$ cat src/rtl/core/brf_pkg.sv
package brf_pkg;

  localparam int CAPACITY       = 256;
  localparam int MAX_ITEM_BYTES = 8;

  localparam int IDX_W  = $clog2(CAPACITY);
  localparam int POS_W  = IDX_W + 1;
  localparam int NB_W   = $clog2(MAX_ITEM_BYTES + 1);
  localparam int LANE_W = (MAX_ITEM_BYTES > 1) ? $clog2(MAX_ITEM_BYTES) : 1;
  localparam int DATA_W = 64;
  localparam int CNT_W  = 32;

  localparam int HIGH_DEFAULT = CAPACITY * 8 / 10;
  localparam int LOW_DEFAULT  = CAPACITY * 2 / 10;

  // operation codes
  localparam logic [2:0] OP_WRITE    = 3'd0;
  localparam logic [2:0] OP_READ     = 3'd1;
  localparam logic [2:0] OP_PEEK     = 3'd2;
  localparam logic [2:0] OP_CLEAR    = 3'd3;
  localparam logic [2:0] OP_SHUTDOWN = 3'd4;

  // status codes
  localparam logic [2:0] ST_OK      = 3'd0;
  localparam logic [2:0] ST_INVALID = 3'd1;
  localparam logic [2:0] ST_FULL    = 3'd2;
  localparam logic [2:0] ST_BLOCK   = 3'd3;
  localparam logic [2:0] ST_EOF     = 3'd4;
  localparam logic [2:0] ST_CANCEL  = 3'd5;

  // configuration register indexes
  localparam logic [2:0] REG_ITEM_BYTES = 3'd0;
  localparam logic [2:0] REG_DROP_FULL  = 3'd1;
  localparam logic [2:0] REG_LOCKED     = 3'd2;
  localparam logic [2:0] REG_HIGH_MARK  = 3'd3;
  localparam logic [2:0] REG_LOW_MARK   = 3'd4;

  typedef struct packed {
    logic [2:0]        op;
    logic [DATA_W-1:0] write_data;
  } in_word_t;

  typedef struct packed {
    logic [2:0]        status;
    logic [DATA_W-1:0] read_data;
    logic [POS_W-1:0]  used_bytes;
    logic              backpressure;
    logic [CNT_W-1:0]  written_count;
    logic [CNT_W-1:0]  read_count;
    logic [CNT_W-1:0]  drop_count;
    logic [CNT_W-1:0]  underflow_count;
    logic [POS_W-1:0]  peak_bytes;
  } out_word_t;

  typedef struct packed {
    logic              latch;
    logic              wr_en;
    logic              rd_en;
    logic              finish;
    logic [LANE_W-1:0] lane;
  } brf_cmd_t;

  typedef struct packed {
    logic            write_go;
    logic            fetch_go;
    logic [NB_W-1:0] n;
  } brf_stat_t;

endpackage

$ cat src/rtl/core/brf_ctrl.sv
module brf_ctrl (
  input  logic              clk,
  input  logic              rst,
  input  logic              in_valid,
  output logic              in_ready,
  output logic              out_valid,
  input  logic              out_ready,
  output logic              cfg_ready,
  input  brf_pkg::brf_stat_t st,
  output brf_pkg::brf_cmd_t  cmd
);
  import brf_pkg::*;

  localparam logic [2:0] S_IDLE   = 3'd0;
  localparam logic [2:0] S_EVAL   = 3'd1;
  localparam logic [2:0] S_WRITE  = 3'd2;
  localparam logic [2:0] S_FETCH  = 3'd3;
  localparam logic [2:0] S_DRAIN  = 3'd4;
  localparam logic [2:0] S_FINISH = 3'd5;

  logic [2:0]        state, state_next;
  logic [LANE_W-1:0] cnt, cnt_next;
  logic              last_lane;
  logic              out_free;

  assign last_lane = ({{(NB_W - LANE_W){1'b0}}, cnt} == st.n - NB_W'(1));
  assign out_free  = !out_valid || out_ready;
  assign in_ready  = (state == S_IDLE);
  assign cfg_ready = (state == S_IDLE);

  always_comb begin
    state_next = state;
    cnt_next   = cnt;
    cmd        = '0;
    cmd.lane   = cnt;
    unique case (state)
      S_IDLE: begin
        if (in_valid) begin
          cmd.latch  = 1'b1;
          state_next = S_EVAL;
        end
      end
      S_EVAL: begin
        cnt_next = '0;
        if (st.write_go) begin
          state_next = S_WRITE;
        end else if (st.fetch_go) begin
          state_next = S_FETCH;
        end else begin
          state_next = S_FINISH;
        end
      end
      S_WRITE: begin
        cmd.wr_en = 1'b1;
        cnt_next  = cnt + LANE_W'(1);
        if (last_lane) begin
          state_next = S_FINISH;
        end
      end
      S_FETCH: begin
        cmd.rd_en = 1'b1;
        cnt_next  = cnt + LANE_W'(1);
        if (last_lane) begin
          state_next = S_DRAIN;
        end
      end
      // last byte lands in the accumulator here
      S_DRAIN: begin
        state_next = S_FINISH;
      end
      S_FINISH: begin
        if (out_free) begin
          cmd.finish = 1'b1;
          state_next = S_IDLE;
        end
      end
      default: begin
        state_next = S_IDLE;
      end
    endcase
  end

  always_ff @(posedge clk) begin
    if (rst) begin
      state     <= S_IDLE;
      cnt       <= '0;
      out_valid <= 1'b0;
    end else begin
      state <= state_next;
      cnt   <= cnt_next;
      if (cmd.finish) begin
        out_valid <= 1'b1;
      end else if (out_ready) begin
        out_valid <= 1'b0;
      end
    end
  end

  a_accept_eval: assert property (@(posedge clk) disable iff (rst)
    in_valid && in_ready |=> state == S_EVAL)
    else $error("accepted word did not move to evaluation");

  a_finish_shows: assert property (@(posedge clk) disable iff (rst)
    cmd.finish |=> out_valid && state == S_IDLE)
    else $error("finished word not presented");

  a_lane_range: assert property (@(posedge clk) disable iff (rst)
    (state == S_WRITE || state == S_FETCH) |->
      ({{(NB_W - LANE_W){1'b0}}, cnt} < st.n))
    else $error("byte lane beyond item size");

endmodule

$ cat src/rtl/core/brf_datapath.sv
module brf_datapath (
  input  logic               clk,
  input  logic               rst,
  input  brf_pkg::in_word_t  in_data,
  input  logic               cfg_valid,
  input  logic               cfg_ready,
  input  logic [2:0]         cfg_index,
  input  logic [8:0]         cfg_data,
  input  brf_pkg::brf_cmd_t  cmd,
  output brf_pkg::brf_stat_t st,
  output brf_pkg::out_word_t out_data
);
  import brf_pkg::*;

  logic [7:0] mem [CAPACITY];

  // configuration
  logic [3:0]       item_bytes;
  logic             drop_when_full;
  logic             locked_mode;
  logic [POS_W-1:0] high_mark;
  logic [POS_W-1:0] low_mark;

  // ring state
  logic [POS_W-1:0] write_pos, write_pos_next;
  logic [POS_W-1:0] read_pos, read_pos_next;
  logic             pressure, pressure_next;
  logic             shut, shut_next;
  logic [CNT_W-1:0] items_in, items_in_next;
  logic [CNT_W-1:0] items_out, items_out_next;
  logic [CNT_W-1:0] drops, drops_next;
  logic [CNT_W-1:0] underflows, underflows_next;
  logic [POS_W-1:0] peak, peak_next;

  // current word
  in_word_t          word_q;
  logic [DATA_W-1:0] rd_acc;
  logic [7:0]        mem_q;
  logic              rd_pend;
  logic [LANE_W-1:0] rd_lane;

  logic [NB_W-1:0]  n;
  logic [POS_W-1:0] hi, lo, used, used_after;
  logic [POS_W:0]   need;
  logic             room, have, invalid;
  logic [2:0]       status;
  logic             give_data;
  logic [IDX_W-1:0] wr_addr, rd_addr;

  assign n    = (item_bytes > 4'(MAX_ITEM_BYTES)) ? NB_W'(MAX_ITEM_BYTES) : NB_W'(item_bytes);
  assign hi   = (high_mark != '0) ? high_mark : POS_W'(HIGH_DEFAULT);
  assign lo   = (low_mark != '0) ? low_mark : POS_W'(LOW_DEFAULT);
  assign used = write_pos - read_pos;
  assign need = {1'b0, used} + (POS_W + 1)'(n);
  assign room = (need <= (POS_W + 1)'(CAPACITY));
  assign have = (used >= POS_W'(n));
  assign invalid = (n == '0) || (word_q.op > OP_SHUTDOWN);

  assign st.n        = n;
  assign st.write_go = !invalid && (word_q.op == OP_WRITE) && room;
  assign st.fetch_go = !invalid && (word_q.op == OP_READ || word_q.op == OP_PEEK) && have;

  assign wr_addr = write_pos[IDX_W-1:0] + IDX_W'(cmd.lane);
  assign rd_addr = read_pos[IDX_W-1:0] + IDX_W'(cmd.lane);

  always_comb begin
    write_pos_next  = write_pos;
    read_pos_next   = read_pos;
    pressure_next   = pressure;
    shut_next       = shut;
    items_in_next   = items_in;
    items_out_next  = items_out;
    drops_next      = drops;
    underflows_next = underflows;
    peak_next       = peak;
    status          = ST_OK;
    give_data       = 1'b0;
    used_after      = used;
    if (invalid) begin
      status = ST_INVALID;
    end else begin
      unique case (word_q.op)
        OP_WRITE: begin
          if (!room) begin
            if (locked_mode && shut) begin
              status = ST_CANCEL;
            end else if (drop_when_full) begin
              drops_next = drops + CNT_W'(1);
              status     = ST_FULL;
            end else begin
              status = ST_BLOCK;
            end
          end else begin
            write_pos_next = write_pos + POS_W'(n);
            items_in_next  = items_in + CNT_W'(1);
            used_after     = used + POS_W'(n);
            if (locked_mode) begin
              if (used_after > peak) begin
                peak_next = used_after;
              end
              if (used_after >= hi) begin
                pressure_next = 1'b1;
              end
            end
          end
        end
        OP_READ: begin
          if (!have) begin
            if (locked_mode) begin
              status = shut ? ST_CANCEL : ST_BLOCK;
            end else begin
              underflows_next = underflows + CNT_W'(1);
              status          = ST_EOF;
            end
          end else begin
            give_data      = 1'b1;
            read_pos_next  = read_pos + POS_W'(n);
            items_out_next = items_out + CNT_W'(1);
            used_after     = used - POS_W'(n);
            if (locked_mode && used_after <= lo) begin
              pressure_next = 1'b0;
            end
          end
        end
        OP_PEEK: begin
          if (!have) begin
            status = ST_EOF;
          end else begin
            give_data = 1'b1;
          end
        end
        OP_CLEAR: begin
          write_pos_next = '0;
          read_pos_next  = '0;
          pressure_next  = 1'b0;
          used_after     = '0;
        end
        default: begin
          shut_next = 1'b1;
        end
      endcase
    end
  end

  // byte store, one byte per cycle
  always_ff @(posedge clk) begin
    if (cmd.wr_en) begin
      mem[wr_addr] <= word_q.write_data[cmd.lane*8 +: 8];
    end
    if (cmd.rd_en) begin
      mem_q <= mem[rd_addr];
    end
  end

  always_ff @(posedge clk) begin
    if (cmd.latch) begin
      word_q <= in_data;
      rd_acc <= '0;
    end else if (rd_pend) begin
      rd_acc[rd_lane*8 +: 8] <= mem_q;
    end
    rd_lane <= cmd.lane;
    if (cmd.finish) begin
      out_data.status          <= status;
      out_data.read_data       <= give_data ? rd_acc : '0;
      out_data.used_bytes      <= used_after;
      out_data.backpressure    <= pressure_next;
      out_data.written_count   <= items_in_next;
      out_data.read_count      <= items_out_next;
      out_data.drop_count      <= drops_next;
      out_data.underflow_count <= underflows_next;
      out_data.peak_bytes      <= peak_next;
    end
  end

  always_ff @(posedge clk) begin
    if (rst) begin
      rd_pend        <= 1'b0;
      item_bytes     <= 4'd4;
      drop_when_full <= 1'b0;
      locked_mode    <= 1'b0;
      high_mark      <= POS_W'(HIGH_DEFAULT);
      low_mark       <= POS_W'(LOW_DEFAULT);
      write_pos      <= '0;
      read_pos       <= '0;
      pressure       <= 1'b0;
      shut           <= 1'b0;
      items_in       <= '0;
      items_out      <= '0;
      drops          <= '0;
      underflows     <= '0;
      peak           <= '0;
    end else begin
      rd_pend <= cmd.rd_en;
      if (cfg_valid && cfg_ready) begin
        unique case (cfg_index)
          REG_ITEM_BYTES: item_bytes     <= cfg_data[3:0];
          REG_DROP_FULL:  drop_when_full <= cfg_data[0];
          REG_LOCKED:     locked_mode    <= cfg_data[0];
          REG_HIGH_MARK:  high_mark      <= cfg_data[POS_W-1:0];
          REG_LOW_MARK:   low_mark       <= cfg_data[POS_W-1:0];
          default: begin
          end
        endcase
      end
      if (cmd.finish) begin
        write_pos  <= write_pos_next;
        read_pos   <= read_pos_next;
        pressure   <= pressure_next;
        shut       <= shut_next;
        items_in   <= items_in_next;
        items_out  <= items_out_next;
        drops      <= drops_next;
        underflows <= underflows_next;
        peak       <= peak_next;
      end
    end
  end

  a_used_bound: assert property (@(posedge clk) disable iff (rst)
    used <= POS_W'(CAPACITY))
    else $error("ring holds more than its capacity");

  a_shut_sticky: assert property (@(posedge clk) disable iff (rst)
    $past(shut) && !$past(rst) |-> shut)
    else $error("shutdown flag cleared");

  a_ptr_hold: assert property (@(posedge clk) disable iff (rst)
    !$past(cmd.finish) && !$past(rst) |-> $stable(write_pos) && $stable(read_pos))
    else $error("ring positions moved outside finish");

endmodule

$ cat src/rtl/core/byte_ring_fifo_watermark.sv
// channel | direction | handshake             | payload
// in      | input     | in_valid / in_ready   | in_data   (op, write_data)
// out     | output    | out_valid / out_ready | out_data  (status .. peak_bytes)
// cfg     | input     | cfg_valid / cfg_ready | cfg_index, cfg_data
//
// a word steps through idle, evaluation, one write or fetch step per byte
// (a drain step follows the fetches) and finish, the byte steps being set by
// the single byte port of the ring store, one byte per cycle
// reset clears positions, flags and counters and loads the config defaults;
// store contents stay undefined
// a result waits in the output register; the next word is taken meanwhile
// and holds in its finish cycle until that register is free
module byte_ring_fifo_watermark (
  input  logic               clk,
  input  logic               rst,
  input  logic               in_valid,
  output logic               in_ready,
  input  brf_pkg::in_word_t  in_data,
  output logic               out_valid,
  input  logic               out_ready,
  output brf_pkg::out_word_t out_data,
  input  logic               cfg_valid,
  output logic               cfg_ready,
  input  logic [2:0]         cfg_index,
  input  logic [8:0]         cfg_data
);
  import brf_pkg::*;

  brf_cmd_t  cmd;
  brf_stat_t st;

  brf_ctrl u_ctrl (
    .clk       (clk),
    .rst       (rst),
    .in_valid  (in_valid),
    .in_ready  (in_ready),
    .out_valid (out_valid),
    .out_ready (out_ready),
    .cfg_ready (cfg_ready),
    .st        (st),
    .cmd       (cmd)
  );

  brf_datapath u_dp (
    .clk       (clk),
    .rst       (rst),
    .in_data   (in_data),
    .cfg_valid (cfg_valid),
    .cfg_ready (cfg_ready),
    .cfg_index (cfg_index),
    .cfg_data  (cfg_data),
    .cmd       (cmd),
    .st        (st),
    .out_data  (out_data)
  );

endmodule

$ cat config.mk
export PLATFORM = sky130hd
export DESIGN_NAME = byte_ring_fifo_watermark
export DESIGN_NICKNAME = d
export VERILOG_FILES = /design/src/rtl/core/brf_pkg.sv /design/src/rtl/core/brf_ctrl.sv /design/src/rtl/core/brf_datapath.sv /design/src/rtl/core/byte_ring_fifo_watermark.sv
export SDC_FILE = /design/constraint.sdc
export NUM_CORES = 2
export LEC_CHECK = 0
export BUFFER_PORTS_ARGS = -buffer_cell sky130_fd_sc_hd__buf_4
export CAP_MARGIN = 15
export CORE_ASPECT_RATIO = 1.5
export CORE_UTILIZATION = 40
export CTS_BUF_LIST = sky130_fd_sc_hd__clkbuf_4
export CTS_CLUSTER_DIAMETER = 50
export DETAILED_ROUTE_END_ITERATION = 6
export PLACE_DENSITY_LB_ADDON = 0.05
export SYNTH_ARGS = -nofsm -noshare
export SYNTH_HDL_FRONTEND = slang
export SYNTH_SLANG_ARGS = --single-unit
$ cat constraint.sdc
create_clock -name clk -period 14.7 [get_ports clk]
set_input_delay 2.94 -clock clk [delete_from_list [all_inputs] [get_ports clk]]
set_output_delay 2.94 -clock clk [all_outputs]
set_load 0.005 [all_outputs]
==> results.json <==
{
  "worstMarginPinSlew_ns": 1.20,
  "numCtsBuffers": 644,
  "cts_hold_buf": 0,
  "synthTopCellsByCount": "2,337 x edfxtp_1, 696 x mux4_2, 523 x nor2_1",
  "grt-ovfl-total": 0,
  "wl_per_cell_um": 27.8,
  "grt_pass1_vias": 58800,
  "die_w_um": 419,
  "yosys_warnings": 0,
  "synth.avg_cell_area_um2": 18.6,
  "synth.top_cell.area_share_pct": 67.3,
  "critPathMostFrequentCell": "mux4_2",
  "grt_pass1_wl_um": 413000,
  "slowest_stage": "ha_4",
  "ys_ff_latch": 2593,
  "wl_met2_um": 156000,
  "clock-sinks": 2593,
  "dieArea_mm2": 0.263,
  "worstPathArrival_ns": 7.26,
  "totalNegativeSetupSlack_ns": 0,
  "antenna_found_initial": 10,
  "skew_ns": 0.0940,
  "drt-met1-wl_um": 109000,
  "detail-route-antenna-nets": 0,
  "outcome": "completed",
  "num_io_pins": 301,
  "synth_ff_type": "edfxtp_1",
  "top_layer_used": "met5",
  "n_fill_cell": 22600,
  "ys_seq_area_share_pct": 72.2,
  "power.total_mw": 16.5,
  "clockBufferDepth": 4,
  "synth_fp_nets": 5777,
  "routed_via_density": 5.40,
  "grt_max_degree": 126,
  "path_delay_family": "buffers and inverters",
  "htree_levels": 6,
  "start_kind": "flip-flop",
  "gp_routability_congestion": 0.806,
  "finalCriticalPeriod_ns": 6.16,
  "syn-cell-area_mm2": 0.104,
  "cp.required_ns": 15.80,
  "ir_drop_mv": 0.0798,
  "vias": 55800,
  "max_stage_delay_ns": 0.88,
  "finalHoldViolations": 0,
  "drtIter0Drc": 4004,
  "yosys.area.top_type": "edfxtp_1",
  "setup_viol": 0,
  "power.leakage_nw": 38.6,
  "drv_cap": 0,
  "drt_wl_total_um": 287000,
  "rsz0062_at_grt": "no",
  "slew_violations": 0,
  "port_buffers": 300,
  "finalNetCount": 6564,
  "wl_met3_um": 14400,
  "max_clock_freq_mhz": 162,
  "synth_edf_count": 2337,
  "async_flop_share_pct": 0,
  "cts_setup_buffers": 0,
  "cp-end-kind": "flip-flop",
  "synthTopCellsByArea": "edfxtp_1 67%, mux4_2 15%, dfxtp_1 4.9%",
  "crit_chain": "ha_4 -> buf_4 -> buf_4 -> buf_4 -> mux4_2 -> mux4_2 -> mux4_2 -> mux4_2",
  "layout-drive-gt1-share_pct": 32.1,
  "root_buffer": "clkbuf_4",
  "synth.distinct_cells": 87,
  "synth_most_common_cell": "edfxtp_1",
  "crit_fanout": 44,
  "core_mm2": 0.259,
  "final_core_utilization_pct": 46.0,
  "start_util_pct": 40.2,
  "max-slew-margin-rel_pct": 19.4,
  "cts_tree": "yes",
  "cts_resized": 0,
  "critPathKind": "flip-flop to flip-flop",
  "finalCritPeriodShare_pct": 41.9,
  "power-per-cell-area_mw_per_mm2": 138,
  "syn_to_final_growth_pct": 14.4,
  "hpwlAfterDp_um": 177000,
  "synthCells": 5621,
  "clk_pin_slew_ns": 0.07,
  "drtPass1Iterations": 5,
  "track_usage_pct": 21.9,
  "hold_class": "flip-flop to flip-flop",
  "cp.buffers_inverters": 3,
  "clk_latency_ns": 1.35,
  "route.detailed.drc": 0,
  "die_y_um": 627,
  "rows": 229
}
-- routing by layer --
layer / global-route usage [%] / up-vias
li1: - / 24400
met1: 25.4 / 29200
met2: 40.3 / 1665
met3: 3.94 / 475
met4: 7.09 / 2
met5: 0 / -
-- sequential cells by signal (all words and copies together), names as in the netlist --
name / cells
u_ctrl.cnt: 3
u_ctrl.out_valid: 1
u_ctrl.state: 3
u_dp.drop_when_full: 1
u_dp.drops: 32
u_dp.high_mark: 9
u_dp.item_bytes: 4
u_dp.items_in: 32
u_dp.items_out: 32
u_dp.locked_mode: 1
u_dp.low_mark: 9
u_dp.mem: 2048
u_dp.mem_q: 8
u_dp.out_data: 214
u_dp.peak: 9
u_dp.pressure: 1
u_dp.rd_acc: 64
u_dp.rd_lane: 3
u_dp.rd_pend: 1
u_dp.read_pos: 9
u_dp.shut: 1
u_dp.underflows: 32
u_dp.word_q: 67
u_dp.write_pos: 9
-- placed cells by master (no fill, tap or decap), drive strengths merged, types with 65 or more instances in the layout --
| cell | n |
|---|---|
| ha | 65 |
| nand3 | 99 |
| xor2 | 102 |
| nand2 | 212 |
| clkinv | 133 |
| dfxtp | 256 |
| and2 | 84 |
| edfxtp | 2337 |
| buf | 441 |
| mux4 | 696 |
| clkbuf | 933 |
| inv | 77 |
| nor2 | 523 |
| a21oi | 121 |
| mux2i | 75 |
| o21ai | 80 |
| xnor2 | 129 |
-- report_power, final --
group	leakage (nW)	internal, mW	total [mW]	switching, mW
clock network	4.79	3.16	6.05	2.89
registers	23.2	8.67	8.72	0.0544
logic	10.6	0.535	1.74	1.20
total	38.6	12.4	16.5	4.15
-- final cells by class --
type | count | area (um2) | share of cell area [%]
well taps | 3465 | 4340 | 3.63
diodes | 13 | 32.5 | 0.0273
multi-input cells | 2659 | 27900 | 23.3
inverters | 67 | 259 | 0.217
flip-flops and latches | 2593 | 75300 | 63.1
clock buffers | 931 | 6990 | 5.86
clock inverters | 164 | 1070 | 0.893
repair buffers | 443 | 3480 | 2.91
-- stage by stage --
step | hold slack (ns) | setup WS, ns | area (um2) | cells
2_1_floorplan | 0.397 | 4.10 | 104000 | 5621
3_3_place_gp | 0.437 | 8.22 | 111000 | 9208
3_5_place_dp | 0.445 | 8.16 | 111000 | 9221
4_1_cts | 0.454 | 8.24 | 119000 | 10300
5_1_grt | 0.477 | 8.02 | 119000 | 10300
6_report | 0.451 | 8.54 | 119000 | 10300
-- final timing paths --
path	startpoint	end	slack (ns)	depth (start not counted)
min reg2reg	u_dp.rd_acc[54]	u_dp.rd_acc[54]	0.45	2
max	u_dp.read_pos[0]	u_dp.mem_q[4]	8.54	8
min	u_dp.rd_acc[54]	u_dp.rd_acc[54]	0.45	2
max reg2reg	u_dp.read_pos[0]	u_dp.mem_q[4]	8.54	8
-- cells by family (layout without fill, tap and decap cells) --
family | count (synthesis) | count (layout) | synth area share, %
multiplexers | 791 | 791 | 16.0
other | 0 | 13 | 0
AO/OA/AOI/OAI | 345 | 345 | 2.12
buffers and inverters | 369 | 1605 | 1.35
AND/OR/NAND/NOR | 1217 | 1217 | 5.47
flip-flops | 2593 | 2593 | 72.2
adder cells (fa/ha/maj) | 73 | 73 | 0.924
XOR/XNOR | 233 | 233 | 1.99
-- worst reg2reg max path, delay by kind of cell, from the launching register on --
| kind | cells | cell delay, ns |
|---|---|---|
| muxes | 4 | 2.31 |
| DFF | 1 | 0.37 |
| buffers and inverters | 3 | 2.41 |
| adders and majority gates | 1 | 0.88 |
Power figures use the tool's default switching activity.
